File: src/prq_pkg.sv
// Shared codes and field widths for the priority ready queue.
// No dependencies; used by priority_ready_queue.
package prq_pkg;

	localparam int unsigned KEY_W    = 32;
	localparam int unsigned PRI_W    = 32;
	localparam int unsigned MODE_W   = 2;
	localparam int unsigned STATUS_W = 2;
	localparam int unsigned OCC_W    = 6;
	localparam int unsigned ENTRY_W  = KEY_W + PRI_W;

	// Request modes
	localparam logic [MODE_W-1:0] MODE_INSERT = 2'd0;
	localparam logic [MODE_W-1:0] MODE_POP    = 2'd1;
	localparam logic [MODE_W-1:0] MODE_REMOVE = 2'd2;

	// Result status codes
	localparam logic [STATUS_W-1:0] ST_DONE         = 2'd0;
	localparam logic [STATUS_W-1:0] ST_NOT_RUNNABLE = 2'd1;
	localparam logic [STATUS_W-1:0] ST_NOT_FOUND    = 2'd2;
	localparam logic [STATUS_W-1:0] ST_FULL         = 2'd3;

endpackage

File: src/priority_ready_queue.sv
// Ready queue of thread keys, highest priority first, FIFO among equals.
// Uses prq_pkg for field widths, request modes and status codes.
//
// Entries sit in one memory, head at address 0, one read and one write port,
// with registered read data. A sequencer walks that memory one entry per cycle:
// insert walks from the tail toward the head, moving each lower-priority entry
// one place down, and drops the new key in behind the first entry of equal or
// higher priority; pop and remove walk from the head, find the entry and slide
// every later entry up one place. A full queue, an empty queue or an unknown
// mode skips the walk and goes straight to the result. The port does not take
// a new beat until the previous walk has finished, and a result waits in the
// output register until taken.
module priority_ready_queue #(
	parameter int unsigned QUEUE_DEPTH = 32
) (
	input  logic        clk,
	input  logic        arst_n,
	// s_tdata: mode[1:0], thread_key[33:2], priority_req[65:34], zero[71:66]
	input  logic [71:0] s_tdata,
	input  logic        s_tvalid,
	output logic        s_tready,
	// m_tdata: status[1:0], out_key[33:2], out_priority[65:34], occupancy[71:66]
	output logic [71:0] m_tdata,
	output logic        m_tvalid,
	input  logic        m_tready
);

	localparam int unsigned AW = (QUEUE_DEPTH > 1) ? $clog2(QUEUE_DEPTH) : 1;
	localparam int unsigned CW = $clog2(QUEUE_DEPTH + 1);

	typedef enum logic [2:0] {
		S_IDLE,
		S_INS,
		S_INS0,
		S_DRP,
		S_RES
	} state_t;

	state_t state_q;

	// Entry store: {priority, key}
	logic [prq_pkg::ENTRY_W-1:0] mem [QUEUE_DEPTH];
	logic [prq_pkg::ENTRY_W-1:0] rd_q;

	logic [CW-1:0]                 cnt_q;
	logic [AW-1:0]                 idx_q;
	logic                          found_q;
	logic                          is_pop_q;
	logic [prq_pkg::KEY_W-1:0]     req_key_q;
	logic [prq_pkg::PRI_W-1:0]     req_pri_q;
	logic [prq_pkg::STATUS_W-1:0]  res_status_q;
	logic [prq_pkg::KEY_W-1:0]     res_key_q;
	logic [prq_pkg::PRI_W-1:0]     res_pri_q;
	logic [71:0]                   m_tdata_q;
	logic                          m_tvalid_q;

	logic [prq_pkg::MODE_W-1:0]  in_mode;
	logic [prq_pkg::KEY_W-1:0]   in_key;
	logic [prq_pkg::PRI_W-1:0]   in_pri;
	logic                        s_accept;
	logic [prq_pkg::KEY_W-1:0]   ent_key;
	logic [prq_pkg::PRI_W-1:0]   ent_pri;
	logic                        ins_move;
	logic                        idx_last;
	logic                        drp_hit;
	logic [AW-1:0]               rd_addr;
	logic                        wr_en;
	logic [AW-1:0]               wr_addr;
	logic [prq_pkg::ENTRY_W-1:0] wr_data;

	assign in_mode  = s_tdata[1:0];
	assign in_key   = s_tdata[33:2];
	assign in_pri   = s_tdata[65:34];
	assign s_tready = (state_q == S_IDLE);
	assign s_accept = s_tvalid && s_tready;
	assign m_tdata  = m_tdata_q;
	assign m_tvalid = m_tvalid_q;

	assign ent_key  = rd_q[prq_pkg::KEY_W-1:0];
	assign ent_pri  = rd_q[prq_pkg::ENTRY_W-1:prq_pkg::KEY_W];
	assign ins_move = $signed(req_pri_q) > $signed(ent_pri);
	assign idx_last = (CW'(idx_q) == cnt_q - 1'b1);
	assign drp_hit  = !found_q && (is_pop_q ? !ent_pri[prq_pkg::PRI_W-1]
	                                        : (ent_key == req_key_q));

	// Pick read and write addresses for the walk
	always_comb begin
		rd_addr = '0;
		wr_en   = 1'b0;
		wr_addr = '0;
		wr_data = {req_pri_q, req_key_q};
		case (state_q)
			S_IDLE: begin
				if (in_mode == prq_pkg::MODE_INSERT) begin
					rd_addr = AW'(cnt_q - 1'b1);
				end
				// insert into an empty queue writes straight to the head
				wr_en   = s_accept && (in_mode == prq_pkg::MODE_INSERT) && (cnt_q == '0);
				wr_data = {in_pri, in_key};
			end
			S_INS: begin
				rd_addr = idx_q - 1'b1;
				wr_en   = 1'b1;
				wr_addr = idx_q + 1'b1;
				if (ins_move) begin
					wr_data = rd_q;
				end
			end
			S_INS0: begin
				wr_en = 1'b1;
			end
			S_DRP: begin
				rd_addr = idx_q + 1'b1;
				wr_en   = found_q;
				wr_addr = idx_q - 1'b1;
				wr_data = rd_q;
			end
			default: begin
			end
		endcase
	end

	// Entry memory
	always_ff @(posedge clk) begin
		if (wr_en) begin
			mem[wr_addr] <= wr_data;
		end
		rd_q <= mem[rd_addr];
	end

	// Sequencer and output register
	always_ff @(posedge clk or negedge arst_n) begin
		if (!arst_n) begin
			state_q      <= S_IDLE;
			cnt_q        <= '0;
			idx_q        <= '0;
			found_q      <= 1'b0;
			is_pop_q     <= 1'b0;
			m_tvalid_q   <= 1'b0;
			req_key_q    <= '0;
			req_pri_q    <= '0;
			res_status_q <= prq_pkg::ST_DONE;
			res_key_q    <= '0;
			res_pri_q    <= '0;
			m_tdata_q    <= '0;
		end else begin
			// drop the result once taken, unless a new one loads now
			if (m_tvalid_q && m_tready && (state_q != S_RES)) begin
				m_tvalid_q <= 1'b0;
			end
			case (state_q)
				S_IDLE: begin
					if (s_accept) begin
						req_key_q    <= in_key;
						req_pri_q    <= in_pri;
						found_q      <= 1'b0;
						is_pop_q     <= (in_mode == prq_pkg::MODE_POP);
						res_status_q <= prq_pkg::ST_DONE;
						res_key_q    <= '0;
						res_pri_q    <= '0;
						idx_q        <= '0;
						state_q      <= S_RES;
						case (in_mode)
							prq_pkg::MODE_INSERT: begin
								if (cnt_q >= CW'(QUEUE_DEPTH)) begin
									res_status_q <= prq_pkg::ST_FULL;
								end else if (cnt_q == '0) begin
									cnt_q <= cnt_q + 1'b1;
								end else begin
									idx_q   <= AW'(cnt_q - 1'b1);
									state_q <= S_INS;
								end
							end
							prq_pkg::MODE_POP: begin
								if (cnt_q == '0) begin
									res_status_q <= prq_pkg::ST_NOT_RUNNABLE;
								end else begin
									state_q <= S_DRP;
								end
							end
							prq_pkg::MODE_REMOVE: begin
								if (cnt_q == '0) begin
									res_status_q <= prq_pkg::ST_NOT_FOUND;
								end else begin
									state_q <= S_DRP;
								end
							end
							default: begin
							end
						endcase
					end
				end
				S_INS: begin
					// move one entry down, or drop the new key in behind it
					if (!ins_move) begin
						cnt_q   <= cnt_q + 1'b1;
						state_q <= S_RES;
					end else if (idx_q == '0) begin
						state_q <= S_INS0;
					end else begin
						idx_q <= idx_q - 1'b1;
					end
				end
				S_INS0: begin
					cnt_q   <= cnt_q + 1'b1;
					state_q <= S_RES;
				end
				S_DRP: begin
					if (!found_q && is_pop_q && ent_pri[prq_pkg::PRI_W-1]) begin
						// head not runnable: leave the queue alone
						res_status_q <= prq_pkg::ST_NOT_RUNNABLE;
						state_q      <= S_RES;
					end else begin
						if (drp_hit) begin
							found_q <= 1'b1;
							if (is_pop_q) begin
								res_key_q <= ent_key;
								res_pri_q <= ent_pri;
							end
						end
						if (idx_last) begin
							if (found_q || drp_hit) begin
								cnt_q <= cnt_q - 1'b1;
							end else begin
								res_status_q <= prq_pkg::ST_NOT_FOUND;
							end
							state_q <= S_RES;
						end else begin
							idx_q <= idx_q + 1'b1;
						end
					end
				end
				S_RES: begin
					// hold until the output register is free
					if (!m_tvalid_q || m_tready) begin
						m_tdata_q  <= {prq_pkg::OCC_W'(cnt_q), res_pri_q, res_key_q,
						               res_status_q};
						m_tvalid_q <= 1'b1;
						state_q    <= S_IDLE;
					end
				end
				default: begin
					state_q <= S_IDLE;
				end
			endcase
		end
	end

endmodule

File: config.mk
export PLATFORM = sky130hd
export DESIGN_NAME = priority_ready_queue
export DESIGN_NICKNAME = d
export VERILOG_FILES = /design/src/prq_pkg.sv /design/src/priority_ready_queue.sv
export SDC_FILE = /design/constraint.sdc
export NUM_CORES = 2
export LEC_CHECK = 0
export ABC_CLOCK_PERIOD_IN_PS = 12900
export BUFFER_PORTS_ARGS = -buffer_cell sky130_fd_sc_hd__buf_2
export CORE_AREA = 2 2 449 451
export CTS_CLUSTER_SIZE = 40
export DETAILED_ROUTE_END_ITERATION = 12
export DIE_AREA = 0 0 451 453
export PLACE_DENSITY = 0.62
export SLEW_MARGIN = 20
export SYNTH_ARGS = -nofsm -noshare
export SYNTH_HDL_FRONTEND = slang
export SYNTH_SLANG_ARGS = --single-unit
File: constraint.sdc
create_clock -name clk -period 12.9 [get_ports clk]
set_input_delay 1.29 -clock clk [delete_from_list [all_inputs] [get_ports clk]]
set_output_delay 1.29 -clock clk [all_outputs]
set_load 0.03 [all_outputs]
==> results.md <==
- Top_reg_cell synth: edfxtp_1
- Number of synthesized flops with an enable pin: 2048
- Most frequent CP cell: buf_4
- Crit-path cells: inv_1, ha_1, nor2_1, a32oi_1, nor2_4, buf_4, buf_12, buf_4, mux4_2, mux2i_1, a32o_1, a221oi_1
- HPWL Detailed: 130000 um
- Htree depth: 4
- Die W: 451 um
- YS warnings: 0
- Worst R2R Path Depth: 12
- Yosys top cell area share: 0.675
- CP Launch Type: flop
- CTS max path bufs: 3
- Global-route wire length before repair: 347000 um
- Mapped Avg Cell Area: 20.8 sq um
- Power per cell area: 143 nW/um^2
- Inst Count DP: 7062
- RR Endpoint: rd_q[13]
- # setup viols final: 0
- RSZ-0062 raised after global routing: no
- Setup Fix Bufs, Post-CTS: 0
- WS Path Type: reg -> reg
- Setup skew after layout: 0.0468 ns
- Clock period minus worst slack: 5.58 ns
- Row cnt: 164
- Remaining DRCs: 0
- Worst-path maximum fanout: 108
- DIE HEIGHT: 453 um
- WL per Instance: 32.7 um
- Die area: 204000 sq um
- Worst setup margin: 7.32 ns
- Vias post-DR: 46000
- Syn Std Cell Area: 91100 sq um
- Worst VDD drop: 131 uV
- Commonest cells post-synth: edfxtp_1, mux4_2, dfrtp_1
- CP Depth: 12
- Worst Setup EP: rd_q[13]
- Synth Register Bits: 2331
- Post-Place Setup Slack: 6.74 ns
- Total wire length: 245000 um
- Maxcap violations: 0
- Clock sink total: 2331
- Outcome: completed
- GRT Util Overall: 0.240
- DRT Pass-1 Iters: 5
- Crit path max-delay family: buffers and inverters
- Layout Nets: 4750
- Post-Syn Nets: 4505
- Post-synth ARST share: 0.0940
- Final period utilization: 0.432
- Reg clk slew, reported paths: 0.06 ns
- Share of cells above drive strength 1: 0.272
- Slew HR: 0.188
- Overflow after GRT: 0
- Placer Congestion: 0.781
- Ports: 150
- Critical Path AT: 6.25 ns
- R2r setup slk: 7.32 ns
- Finished Layout Cells: 7489
- CP Capture Type: flop
- Hold Path Class: in -> async
- Initial Util: 0.457
- Number of vias per cell: 6.14
- Cts bufs inserted: 224
- Biggest area consumer among synthesized cells: edfxtp_1
- Crit-path max cell delay: 0.81 ns
- CTS Root Cell: clkbuf_16
- CTS Hold Buffers Added: 0
- Post-Syn Instances: 4387
- Worst skew pair latency: 0.87 ns
- Count leader, synth: edfxtp_1
- Setup TNS: 0 ns
- Antenna-violating nets left: 0
- Initial antenna violation count: 19
- Leakage power: 36.9 nW
- Ranking of synthesized cells by area: edfxtp_1, mux4_2, dfrtp_1
- Worst Path Required: 13.57 ns
- Post-synthesis sequential area ratio: 0.749
- Final hold viol count: 0
- Vias in the first global route: 45900
- Core area: 199000 sq um
- CP startpoint: cnt_q[0]
- CTS tree: done
- Reg-to-reg critical path startpoint: cnt_q[0]
- Maximum clock frequency: 179 MHz
- Cell variety after synth: 76
- Final Max Slew Viols: 0
- Iteration-0 DRC Markers: 5505
- # resized after CTS: 0
- Crit-path slowest cell: buf_4
- Buffer and inverter count on the worst path: 4
- Largest net degree at the start of global routing: 132
- P&R area growth vs syn: 12.6%
- Tightest Pin Transition: 1.22 ns
- Port-buffer cells: 143
through the flow:
stage	utilization	total power, mW	cell area, sq um	hold WS (ns)
after floorplan	-	8.25	91100	0.449
after global placement	0.478	8.29	95200	0.461
after detailed placement	0.478	8.29	95200	0.465
after CTS	0.515	14.7	103000	0.325
after global routing	0.515	15.0	103000	0.370
final	0.515	14.6	103000	0.347
worst min-delay path by stage:
stage | start | end | cells past startpoint
finish | arst_n | res_pri_q[30] | 1
global placement | m_tdata[67] | m_tdata[67] | 2
detailed placement | m_tdata[67] | m_tdata[67] | 2
CTS | arst_n | res_pri_q[29] | 1
global route | arst_n | res_pri_q[29] | 1
floorplan | res_pri_q[31] | res_pri_q[31] | 1
cells in the final DEF (no fill, tap or decap), types with 7 or more instances in the layout:
master	count
a211o_1	24
a21o_1	38
a21oi_1	34
a221oi_1	64
a22o_1	100
a32o_1	65
buf_2	142
buf_4	115
bufinv_16	17
clkbuf_1	51
clkbuf_16	225
clkbuf_8	12
clkinv_1	45
clkinv_2	42
clkinvlp_4	9
dfrtp_1	216
dfxtp_1	64
diode_2	7
edfxtp_1	2048
ha_1	42
inv_1	46
mux2_2	140
mux2i_1	195
mux4_2	512
nand2_1	165
nand3_1	13
nand4_1	19
nor2_1	100
nor2_4	37
nor2b_1	12
nor3_1	8
o21ai_0	20
o22a_1	21
xnor2_1	46
sequential cells by signal (all words and copies together) (netlist names):
name          flops
mem            2048
m_tvalid          1
is_pop_q          1
res_pri_q        32
found_q           1
cnt_q             6
req_pri_q        32
idx_q             5
res_status_q      2
res_key_q        32
m_tdata          72
rd_q             64
req_key_q        32
state_q           3
power by group:
part / switching [mW] / internal, mW
logic: 0.0304 / 0.0100
clock network: 2.85 / 3.64
registers: 0.00000000000000000667 / 8.09
total: 2.88 / 11.7
cell families (layout without fill, tap and decap cells):
group / Yosys count / after routing / synth area share
other: 0 / 7 / 0
AND/OR/NAND/NOR: 399 / 399 / 0.0196
flip-flops: 2331 / 2331 / 0.749
buffers and inverters: 292 / 731 / 0.0158
AO/OA/AOI/OAI: 424 / 424 / 0.0389
multiplexers: 847 / 847 / 0.165
XOR/XNOR: 52 / 52 / 0.00547
adder cells (fa/ha/maj): 42 / 42 / 0.00577
final cells by class:
| cell class | count | area (sq um) |
|---|---|---|
| Antenna cell | 7 | 17.5 |
| Inverter | 48 | 181 |
| Sequential cell | 2331 | 68300 |
| Fill cell | 15500 | 96600 |
| Multi-Input combinational cell | 1764 | 21800 |
| Clock inverter | 132 | 1330 |
| Timing Repair Buffer | 263 | 1690 |
| Clock buffer | 288 | 5990 |
| Tap cell | 2656 | 3320 |
metal layers:
metal / wire, um / up-vias / share of wire / track usage
li1: - / 18700 / - / -
met1: 99800 / 25100 / 0.41 / 0.330
met2: 122000 / 1850 / 0.50 / 0.397
met3: 16600 / 367 / 0.068 / 0.0362
met4: 7010 / 6 / 0.029 / 0.0725
met5: 41 / - / 0.00017 / 0
Power figures use the tool's default switching activity.
